`src/rtl/i2cs_pkg.sv`:
```
// ----------------------------------------------------------------------------
// i2cs_pkg
// Shared types and constants for the i2c bus register snooper.
// ----------------------------------------------------------------------------
`default_nettype none

package i2cs_pkg;

  // bits in one bus byte and in a device address
  localparam int BYTE_BITS = 8;
  localparam int ADDR_BITS = 7;

  // line event codes
  typedef enum logic [1:0] {
    EV_SCL_RISE   = 2'd0,
    EV_SDA_CHANGE = 2'd1,
    EV_READBACK   = 2'd2
  } event_kind_t;

  // result word codes
  typedef enum logic [1:0] {
    RK_ADDR_ACK = 2'd0,
    RK_POINTER  = 2'd1,
    RK_CAPTURE  = 2'd2,
    RK_READBACK = 2'd3
  } result_kind_t;

  // result produced by the tracker for one event
  typedef struct packed {
    logic                 emit;
    result_kind_t         kind;
    logic [ADDR_BITS-1:0] address;
    logic [BYTE_BITS-1:0] index;
    logic [BYTE_BITS-1:0] data;
    logic                 writing;
    logic                 from_image;
  } track_res_t;

  // image store request
  typedef struct packed {
    logic                 we;
    logic [BYTE_BITS-1:0] addr;
    logic [BYTE_BITS-1:0] data;
  } store_req_t;

endpackage

`default_nettype wire

```
`src/rtl/i2cs_tracker.sv`:
```
// ----------------------------------------------------------------------------
// i2cs_tracker
// Bus protocol tracker: follows start, stop, bit and acknowledge events and
// decides the result word and image store for each accepted event.
// ----------------------------------------------------------------------------
`default_nettype none

module i2cs_tracker (
  input  wire logic                  clk,
  input  wire logic                  rst,
  input  wire logic                  step,
  input  wire logic [1:0]            event_kind,
  input  wire logic                  sda_level,
  input  wire logic                  scl_level,
  input  wire logic [7:0]            readback_index,
  output i2cs_pkg::track_res_t       res,
  output i2cs_pkg::store_req_t       store
);
  import i2cs_pkg::*;

  logic                 bus_idle, bus_idle_next;
  logic [3:0]           bit_count, bit_count_next;
  logic [1:0]           byte_count, byte_count_next;
  logic [BYTE_BITS-1:0] shift_byte, shift_byte_next;
  logic                 write_flag, write_flag_next;
  logic [ADDR_BITS-1:0] latched_address, latched_address_next;
  logic [BYTE_BITS-1:0] register_pointer, register_pointer_next;
  logic                 ack;

  // next state, result and store request
  always_comb begin
    bus_idle_next         = bus_idle;
    bit_count_next        = bit_count;
    byte_count_next       = byte_count;
    shift_byte_next       = shift_byte;
    write_flag_next       = write_flag;
    latched_address_next  = latched_address;
    register_pointer_next = register_pointer;
    ack                   = !sda_level;
    res                   = '0;
    store                 = '0;
    case (event_kind)
      EV_SCL_RISE: begin
        if (!bus_idle) begin
          if (bit_count >= 4'(BYTE_BITS)) begin
            // acknowledge slot
            if (byte_count == 2'd0) begin
              if (ack) begin
                latched_address_next = shift_byte[ADDR_BITS-1:0];
                res.emit  = 1'b1;
                res.kind  = RK_ADDR_ACK;
                res.index = register_pointer;
                res.data  = {1'b0, shift_byte[ADDR_BITS-1:0]};
              end
            end else if (byte_count == 2'd1 && write_flag && ack) begin
              register_pointer_next = shift_byte;
              res.emit  = 1'b1;
              res.kind  = RK_POINTER;
              res.index = shift_byte;
              res.data  = shift_byte;
            end else if (ack) begin
              store.we              = 1'b1;
              store.addr            = register_pointer;
              store.data            = shift_byte;
              register_pointer_next = register_pointer + 8'd1;
              res.emit  = 1'b1;
              res.kind  = RK_CAPTURE;
              res.index = register_pointer;
              res.data  = shift_byte;
            end
            if (byte_count < 2'd2) begin
              byte_count_next = byte_count + 2'd1;
            end
            shift_byte_next = '0;
            bit_count_next  = '0;
          end else if (bit_count == 4'(BYTE_BITS - 1) && byte_count == 2'd0) begin
            // read/write flag of the address byte
            write_flag_next = !sda_level;
            bit_count_next  = bit_count + 4'd1;
          end else begin
            shift_byte_next = {shift_byte[BYTE_BITS-2:0], sda_level};
            bit_count_next  = bit_count + 4'd1;
          end
        end
      end
      EV_SDA_CHANGE: begin
        if (scl_level) begin
          if (sda_level) begin
            // stop
            bus_idle_next = 1'b1;
          end else if (bus_idle) begin
            // start; repeated start while busy is ignored
            bit_count_next        = '0;
            byte_count_next       = '0;
            shift_byte_next       = '0;
            register_pointer_next = '0;
            bus_idle_next         = 1'b0;
          end
        end
      end
      EV_READBACK: begin
        res.emit       = 1'b1;
        res.kind       = RK_READBACK;
        res.index      = readback_index;
        res.from_image = 1'b1;
      end
      default: begin
      end
    endcase
    res.address = latched_address_next;
    res.writing = write_flag;
  end

  // tracker state registers
  always_ff @(posedge clk) begin
    if (rst) begin
      bus_idle         <= 1'b1;
      bit_count        <= '0;
      byte_count       <= '0;
      shift_byte       <= '0;
      write_flag       <= 1'b1;
      latched_address  <= '0;
      register_pointer <= '0;
    end else if (step) begin
      bus_idle         <= bus_idle_next;
      bit_count        <= bit_count_next;
      byte_count       <= byte_count_next;
      shift_byte       <= shift_byte_next;
      write_flag       <= write_flag_next;
      latched_address  <= latched_address_next;
      register_pointer <= register_pointer_next;
    end
  end

endmodule

`default_nettype wire

```
`src/rtl/i2c_bus_register_snooper.sv`:
```
// ----------------------------------------------------------------------------
// i2c_bus_register_snooper
// Follows an i2c bus from sampled line events and mirrors the acknowledged data
// bytes of write and read transfers into a register image held in a synchronous memory.
// ----------------------------------------------------------------------------
//  channel | handshake           | payload
//  --------+---------------------+---------------------------------------------
//  in      | in_valid / in_ready | event_kind sda_level scl_level readback_index
//  out     | out_valid/out_ready | result_kind target_address register_index
//          |                     | data_byte master_writing
//
//  One event word is taken every cycle while in_ready is high; its result
//  word appears in the output register in the cycle after, with read-back
//  data straight from the image memory's registered read port.
//  Reset clears tracker state and one valid bit per image entry at once, so
//  the image reads as zeros with no clearing pass.
//  A stalled output holds its word; in_ready stays high while that word is
//  being taken in the same cycle.
// ----------------------------------------------------------------------------
`default_nettype none

module i2c_bus_register_snooper #(
  parameter int IMAGE_DEPTH = 256
) (
  input  wire logic       clk,
  input  wire logic       rst,
  input  wire logic       in_valid,
  output logic            in_ready,
  input  wire logic [1:0] event_kind,
  input  wire logic       sda_level,
  input  wire logic       scl_level,
  input  wire logic [7:0] readback_index,
  output logic            out_valid,
  input  wire logic       out_ready,
  output logic [1:0]      result_kind,
  output logic [6:0]      target_address,
  output logic [7:0]      register_index,
  output logic [7:0]      data_byte,
  output logic            master_writing
);
  import i2cs_pkg::*;

  localparam int AW = $clog2(IMAGE_DEPTH);

  logic                   accept;
  track_res_t             res;
  store_req_t             store;
  logic                   rd_in_range;
  logic                   wr_in_range;

  logic [BYTE_BITS-1:0]   image [IMAGE_DEPTH];
  logic [IMAGE_DEPTH-1:0] image_valid;
  logic [BYTE_BITS-1:0]   rd_q;
  logic                   rd_ok;

  logic                   out_from_image;
  logic [1:0]             out_kind;
  logic [ADDR_BITS-1:0]   out_address;
  logic [BYTE_BITS-1:0]   out_index;
  logic [BYTE_BITS-1:0]   out_data;
  logic                   out_writing;

  assign in_ready = !out_valid || out_ready;
  assign accept   = in_valid && in_ready;

  // protocol tracker
  i2cs_tracker u_tracker (
    .clk            (clk),
    .rst            (rst),
    .step           (accept),
    .event_kind     (event_kind),
    .sda_level      (sda_level),
    .scl_level      (scl_level),
    .readback_index (readback_index),
    .res            (res),
    .store          (store)
  );

  assign rd_in_range = {1'b0, readback_index} < 9'(IMAGE_DEPTH);
  assign wr_in_range = {1'b0, store.addr} < 9'(IMAGE_DEPTH);

  // image memory: one write, one registered read
  always_ff @(posedge clk) begin
    if (accept && store.we && wr_in_range) begin
      image[store.addr[AW-1:0]] <= store.data;
    end
    if (accept && res.from_image) begin
      rd_q  <= image[readback_index[AW-1:0]];
      rd_ok <= rd_in_range && image_valid[readback_index[AW-1:0]];
    end
  end

  // per-entry written marks, cleared by reset
  always_ff @(posedge clk) begin
    if (rst) begin
      image_valid <= '0;
    end else if (accept && store.we && wr_in_range) begin
      image_valid[store.addr[AW-1:0]] <= 1'b1;
    end
  end

  // output register control
  always_ff @(posedge clk) begin
    if (rst) begin
      out_valid <= 1'b0;
    end else if (accept) begin
      out_valid <= res.emit;
    end else if (out_ready) begin
      out_valid <= 1'b0;
    end
  end

  // output register payload
  always_ff @(posedge clk) begin
    if (accept) begin
      out_from_image <= res.from_image;
      out_kind       <= res.kind;
      out_address    <= res.address;
      out_index      <= res.index;
      out_data       <= res.data;
      out_writing    <= res.writing;
    end
  end

  assign result_kind    = out_kind;
  assign target_address = out_address;
  assign register_index = out_index;
  assign data_byte      = out_from_image ? (rd_ok ? rd_q : '0) : out_data;
  assign master_writing = out_writing;

endmodule

`default_nettype wire

```
`config.mk`:
```
export PLATFORM = sky130hd
export DESIGN_NAME = i2c_bus_register_snooper
export DESIGN_NICKNAME = d
export VERILOG_FILES = /design/src/rtl/i2cs_pkg.sv /design/src/rtl/i2cs_tracker.sv /design/src/rtl/i2c_bus_register_snooper.sv
export SDC_FILE = /design/constraint.sdc
export NUM_CORES = 2
export LEC_CHECK = 0
export ABC_AREA = 1
export BUFFER_PORTS_ARGS = -buffer_cell sky130_fd_sc_hd__buf_2
export CAP_MARGIN = 20
export CORE_MARGIN = 1
export CORE_UTILIZATION = 50
export DETAILED_ROUTE_END_ITERATION = 16
export PLACE_DENSITY = 0.65
export SYNTH_ARGS = -nofsm -noshare
export SYNTH_HDL_FRONTEND = slang
export SYNTH_SLANG_ARGS = --single-unit
```
`constraint.sdc`:
```
create_clock -name clk -period 44 [get_ports clk]
set_input_delay 11 -clock clk [delete_from_list [all_inputs] [get_ports clk]]
set_output_delay 11 -clock clk [all_outputs]
set_load 0.03 [all_outputs]
```
### Word-level counts from Yosys, hierarchy flattened

Memory sizes are Yosys's and may differ from the RTL's. A register that Yosys moved wholly into a read port is not among the register bits.
Cells that the tools add are included.

* bits in registers: 316
* word-level logic and storage cells: 126
* input bits: 16
* output and inout bits: 28
* memories kept: 1
* RAM bits: 2048

* $lt $le $gt $ge: 5
* mux-type cells: 63
* add/subtract/negate cells: 3
* equal/unequal tests: 13
* bitwise operators: 4
* reduce and logical (&&, ||, !) cells: 21

Memory list
* image: depth 256, bits a word 8, rd ports 1, clocked after memory_dff 1, wr ports 1, RTL line i2c_bus_register_snooper.sv:51 `logic [BYTE_BITS-1:0] image [IMAGE_DEPTH];`

Operators by type and width (number)
* OR 256 bit: 1
* 2-to-1 mux 8 bit: 13
* 2-to-1 mux 17 bit: 6
* 2-to-1 mux 16 bit: 6
* case mux 8 bit (2 select lines): 3
* 2-to-1 mux 7 bit: 5
* 2-to-1 mux 4 bit: 5
* < comparator 8 x 9 -> 1 bit (second input constant): 2
* 2-to-1 mux 3 bit: 6
* 2-to-1 mux 2 bit: 6
* AND reduction 9 bit: 1
* adder 8 x 1 -> 8 bit (second input constant): 1
* binary-select mux 1 bit (select 8 bit): 1
* demux 1 bit (select 8 bit): 1
* greater-or-equal comparator 8 x 1 -> 1 bit (second input constant): 1
* 2-to-1 mux 1 bit: 8
* != test 2 bit (second input constant): 4
* case mux 4 bit (2 select lines): 1
* AND reduction 8 bit: 1
* logical AND 1 bit: 7
* AND reduction 7 bit: 1
* != test 2 x 1 -> 1 bit (second input constant): 3
* != test 3 x 2 -> 1 bit (second input constant): 2
* case mux 3 bit (2 select lines): 1
* 17 further kinds: 23

### Logic depth before layout (Yosys ltp)

* depth in word-level cells: 13
* mapped depth: 16
* mapped depth without buffers: 15

### Modules after synthesis

Synthesis repeated with hierarchy kept, for this count alone.

* cells, all modules: 8799
* area total of the unflattened synthesis: 96405.0 um^2

By module, submodules not included
* i2c_bus_register_snooper: cells an instance 8412, seq. area each 67725.0 um^2, times used 1, area an instance 94209.1 um^2
* i2cs_tracker: cells an instance 387, seq. area each 620.6 um^2, times used 1, area an instance 2195.9 um^2

### Worst setup path after synthesis

Ideal clock, no wire load.

* path type: input to register
* from: in sda_level
* to: mem image[0][7] (data pin)
* required time: 41899 ps
* library setup time: 2101 ps
* slack: 20954 ps
* stages on the path: 4
* data arrival time: 20945 ps
* buffers on the path: 1
* path through: buf_6 nor2_4 nand2_2 nor3_1

RTL lines
* start, declared: RTL line i2c_bus_register_snooper.sv:30 `input wire logic sda_level,`
* end, declared: RTL line i2c_bus_register_snooper.sv:51

### Worst setup path after layout

* from: in out_ready
* to: out in_ready

* word-level cells in the longest chain between the ends: 1

RTL lines
* start, declared: RTL line i2c_bus_register_snooper.sv:34 `input wire logic out_ready,`
* logical OR 1 bit: RTL line i2c_bus_register_snooper.sv:63 `assign in_ready = !out_valid || out_ready;`
* end, declared: RTL line i2c_bus_register_snooper.sv:28 `output logic in_ready,`

Every way passes these cells.

==> impl_metrics.yaml <==
final_layout:
  postLayoutCellArea_sq_um: 106000
  seqCellArea_sq_um: 68300
  area_growth_pct: 9.94
  multi_input_area_sq_um: 24800
  drive_gt1_frac: 0.0752
  nNetsFinal: 8750
  n_fill_cell: 15735
synth:
  avgSynthCellArea_sq_um: 10.8
  synthesis.area_sq_um: 96600
  synth-seq-cells: 2372
  yosys_warnings: 0
  synth_cell_types: 37
  syn_nets: 8944
  ys_seq_area_frac: 0.708
  syn_inst: 8923
worst_setup_path:
  rrSetupSlack_ns: 39.58
  slowest_delay_ns: 0.20
  critPathTopFamily: "buffers and inverters"
  critPathLaunchType: "primary input"
  cp.required_ns: 33.00
  crit_chain: "buf_2, inv_1, nand2_1, buf_2"
  worstSetupPathType: "in2out"
  end_kind: "output port"
  crit_fanout: 3
  crit_arrival_ns: 11.38
  crit_buf_inv: 3
  slowest_stage: "buf_2"
  path_common_cell: "buf_2"
floorplanning:
  start_util: 0.506
  dieWidth_um: 442
  core_area_sq_um: 191000
  rows: 160
  dieArea_sq_um: 195000
  io_pins: 44
  die_h_um: 442
cts:
  clockBufferDepth: 3
  path_clk_slew_ns: 0.06
  insertion_delay_ns: 0.85
  cts_buffers: 231
  cts_tree: "built"
  holdBufCountCts: 0
  cts_max_level: 4
  root_buffer: "clkbuf_16"
  cts.sinks: 2372
  cts.repair.resized: 0
  postCtsSetupRepairBufs: 0
placement:
  portBuffers: 43
  dp_hpwl_um: 139000
  place_area_sq_um: 98600
  gp_congestion: 0.933
route:
  vias: 65842
  drtIter0Drc: 8190
  ant_nets: 0
  wl_um: 258000
  drc: 0
  post_drt_wl_per_cell_um: 22.5
  drt_first_pass_iters: 8
  viasPerCell: 5.75
sta:
  fin_crit_sh: 0.509
  rsz0062_at_grt: "no"
  relSlewSlack: 0.214
  clock_skew_ns: 0.0335
  setup_viol: 0
  max_slew.worst_pin.slew_ns: 1.18
  fmax_mhz: 44.7
  period_minus_slack_ns: 22.38
  setup_tns_ns: 0
  maxSlewViolCount: 0
  finalHoldViolations: 0
power_and_ir_drop:
  powerDensity_nw_per_um2: 43.4
  peakVddDrop_mv: 0.0425
  power_switching_mw: 1.02
  intPower_mw: 3.59
  sw_frac_of_total: 0.221
  clockPowerShare: 0.423
  p_leak_nw: 37.9
  total_power_mw: 4.60
  combPwrFrac: 0.052
  seqPwrFrac: 0.525
grt:
  grt_pass1_vias: 61699
  grt_max_degree: 214
  antenna_found_initial: 9
  grt_pass1_wl_um: 383000
  grt_util_all_layers: 0.261
  grt_overflow: 0
hold_path:
  hold_path.class: "reg2reg"
flow_run:
  cap_violations: 0
outcome:
  status: "finished, final reports clean"
[registers in the layout (all words and copies together) (netlist names)]
signal / count
image: 2048
u_tracker.latched_address: 7
u_tracker.shift_byte: 8
out_data: 8
u_tracker.register_pointer: 8
u_tracker.byte_count: 2
image_valid: 256
target_address: 7
u_tracker.bus_idle: 1
u_tracker.write_flag: 1
rd_q: 8
u_tracker.bit_count: 4
master_writing: 1
rd_ok: 1
out_from_image: 1
register_index: 8
out_valid: 1
result_kind: 2
[worst register-to-register path, stage by stage (launching register included)]
cell	delay (ns)
dfxtp_1	0.34
inv_1	0.07
ha_1	0.28
nor2_4	0.14
nand2_2	0.09
nor2_4	0.16
inv_4	0.18
nor2_4	0.14
buf_4	0.67
buf_4	0.93
buf_4	1.02
[synth_stat cells, drive strengths merged]
library cell / number / area share
a211oi: 11 / 0.00085
a21oi: 41 / 0.0021
a31oi: 2 / 0.00013
buf: 214 / 0.0099
clkbuf: 364 / 0.014
clkinv: 3 / 0.00012
dfxtp: 288 / 0.060
edfxtp: 2084 / 0.65
ha: 5 / 0.00065
inv: 320 / 0.012
nand2: 2624 / 0.10
nand3: 2277 / 0.12
nand3b: 1 / 0.000078
nand4: 3 / 0.00019
nor2: 592 / 0.026
nor3: 21 / 0.0015
nor4: 1 / 0.000065
o2111ai: 1 / 0.000091
o211ai: 1 / 0.000078
o21a: 6 / 0.00047
o21ai: 57 / 0.0030
o22ai: 3 / 0.00019
xor2: 4 / 0.00036
[power by group through the flow]
stage | Combinational (mW) | Clock [mW] | Sequential, mW
global route | 0.261 | 2.05 | 2.42
CTS | 0.236 | 1.96 | 2.42
detailed placement | 0.235 | 0 | 2.46
finish | 0.240 | 1.95 | 2.42
global placement | 0.232 | 0 | 2.46
floorplan | 0.156 | 0 | 2.47
[final timing paths]
kind | from | endpoint | cells past startpoint
hold / removal | image_valid[112] | image_valid[112] | 2
setup reg to reg | u_tracker.byte_count[0] | image[249][0] | 10
hold reg to reg | image_valid[112] | image_valid[112] | 2
setup / recovery | out_ready | in_ready | 4
[cell usage in the layout (no fill, tap or decap), types with 4 or more instances in the layout]
cell type	instances
nor2_1	545
clkbuf_8	23
a211oi_1	11
buf_4	99
edfxtp_1	2084
nor2_2	9
buf_2	37
nor2_4	37
nor3_2	4
inv_6	10
clkbuf_1	66
ha_1	5
o21ai_0	57
bufinv_16	13
clkbuf_16	239
nand2_2	4
xor2_1	4
inv_1	200
diode_2	4
a21oi_1	41
nand3_1	2274
clkinv_1	40
o21a_1	6
clkinv_2	49
dfxtp_1	288
nor3_1	15
buf_8	4
nand2_1	2619
clkinvlp_4	5
buf_12	7
inv_2	114
[cell families (layout without fill, tap and decap cells)]
logic type,Yosys count,count (layout),synth area share
fa+ha+maj,5,5,0.000648
xor+xnor,4,4,0.000363
other cells,0,4,0
buf+inv,901,917,0.0366
flops,2372,2372,0.708
simple gates,5519,5519,0.248
compound gates,122,122,0.00689
[stage by stage]
step	hold WS, ns	util	setup WS [ns]	cells
after floorplan	0.430	-	20.95	8923
after global placement	0.438	0.516	21.55	11001
after detailed placement	0.445	0.516	21.61	11001
after CTS	0.460	0.555	21.61	11444
after global routing	0.479	0.556	21.55	11451
final	0.460	0.556	21.62	11454
[layer usage]
metal / wire length (um) / global-route usage / vias up
met2: 120000 / 0.410 / 2962
li1: - / - / 30418
met3: 22800 / 0.0461 / 550
met5: 126 / 0 / -
met1: 104000 / 0.359 / 31898
met4: 11000 / 0.111 / 14
[cell type report]
type | count | share of cell area
diodes | 4 | 0.0000943
clock buffers | 328 | 0.0616
clock inverters | 115 | 0.00877
inverters | 323 | 0.0117
multi-input cells | 5650 | 0.233
flip-flops and latches | 2372 | 0.644
well taps | 2511 | 0.0296
repair buffers | 151 | 0.0114
Power figures use the tool's default switching activity.
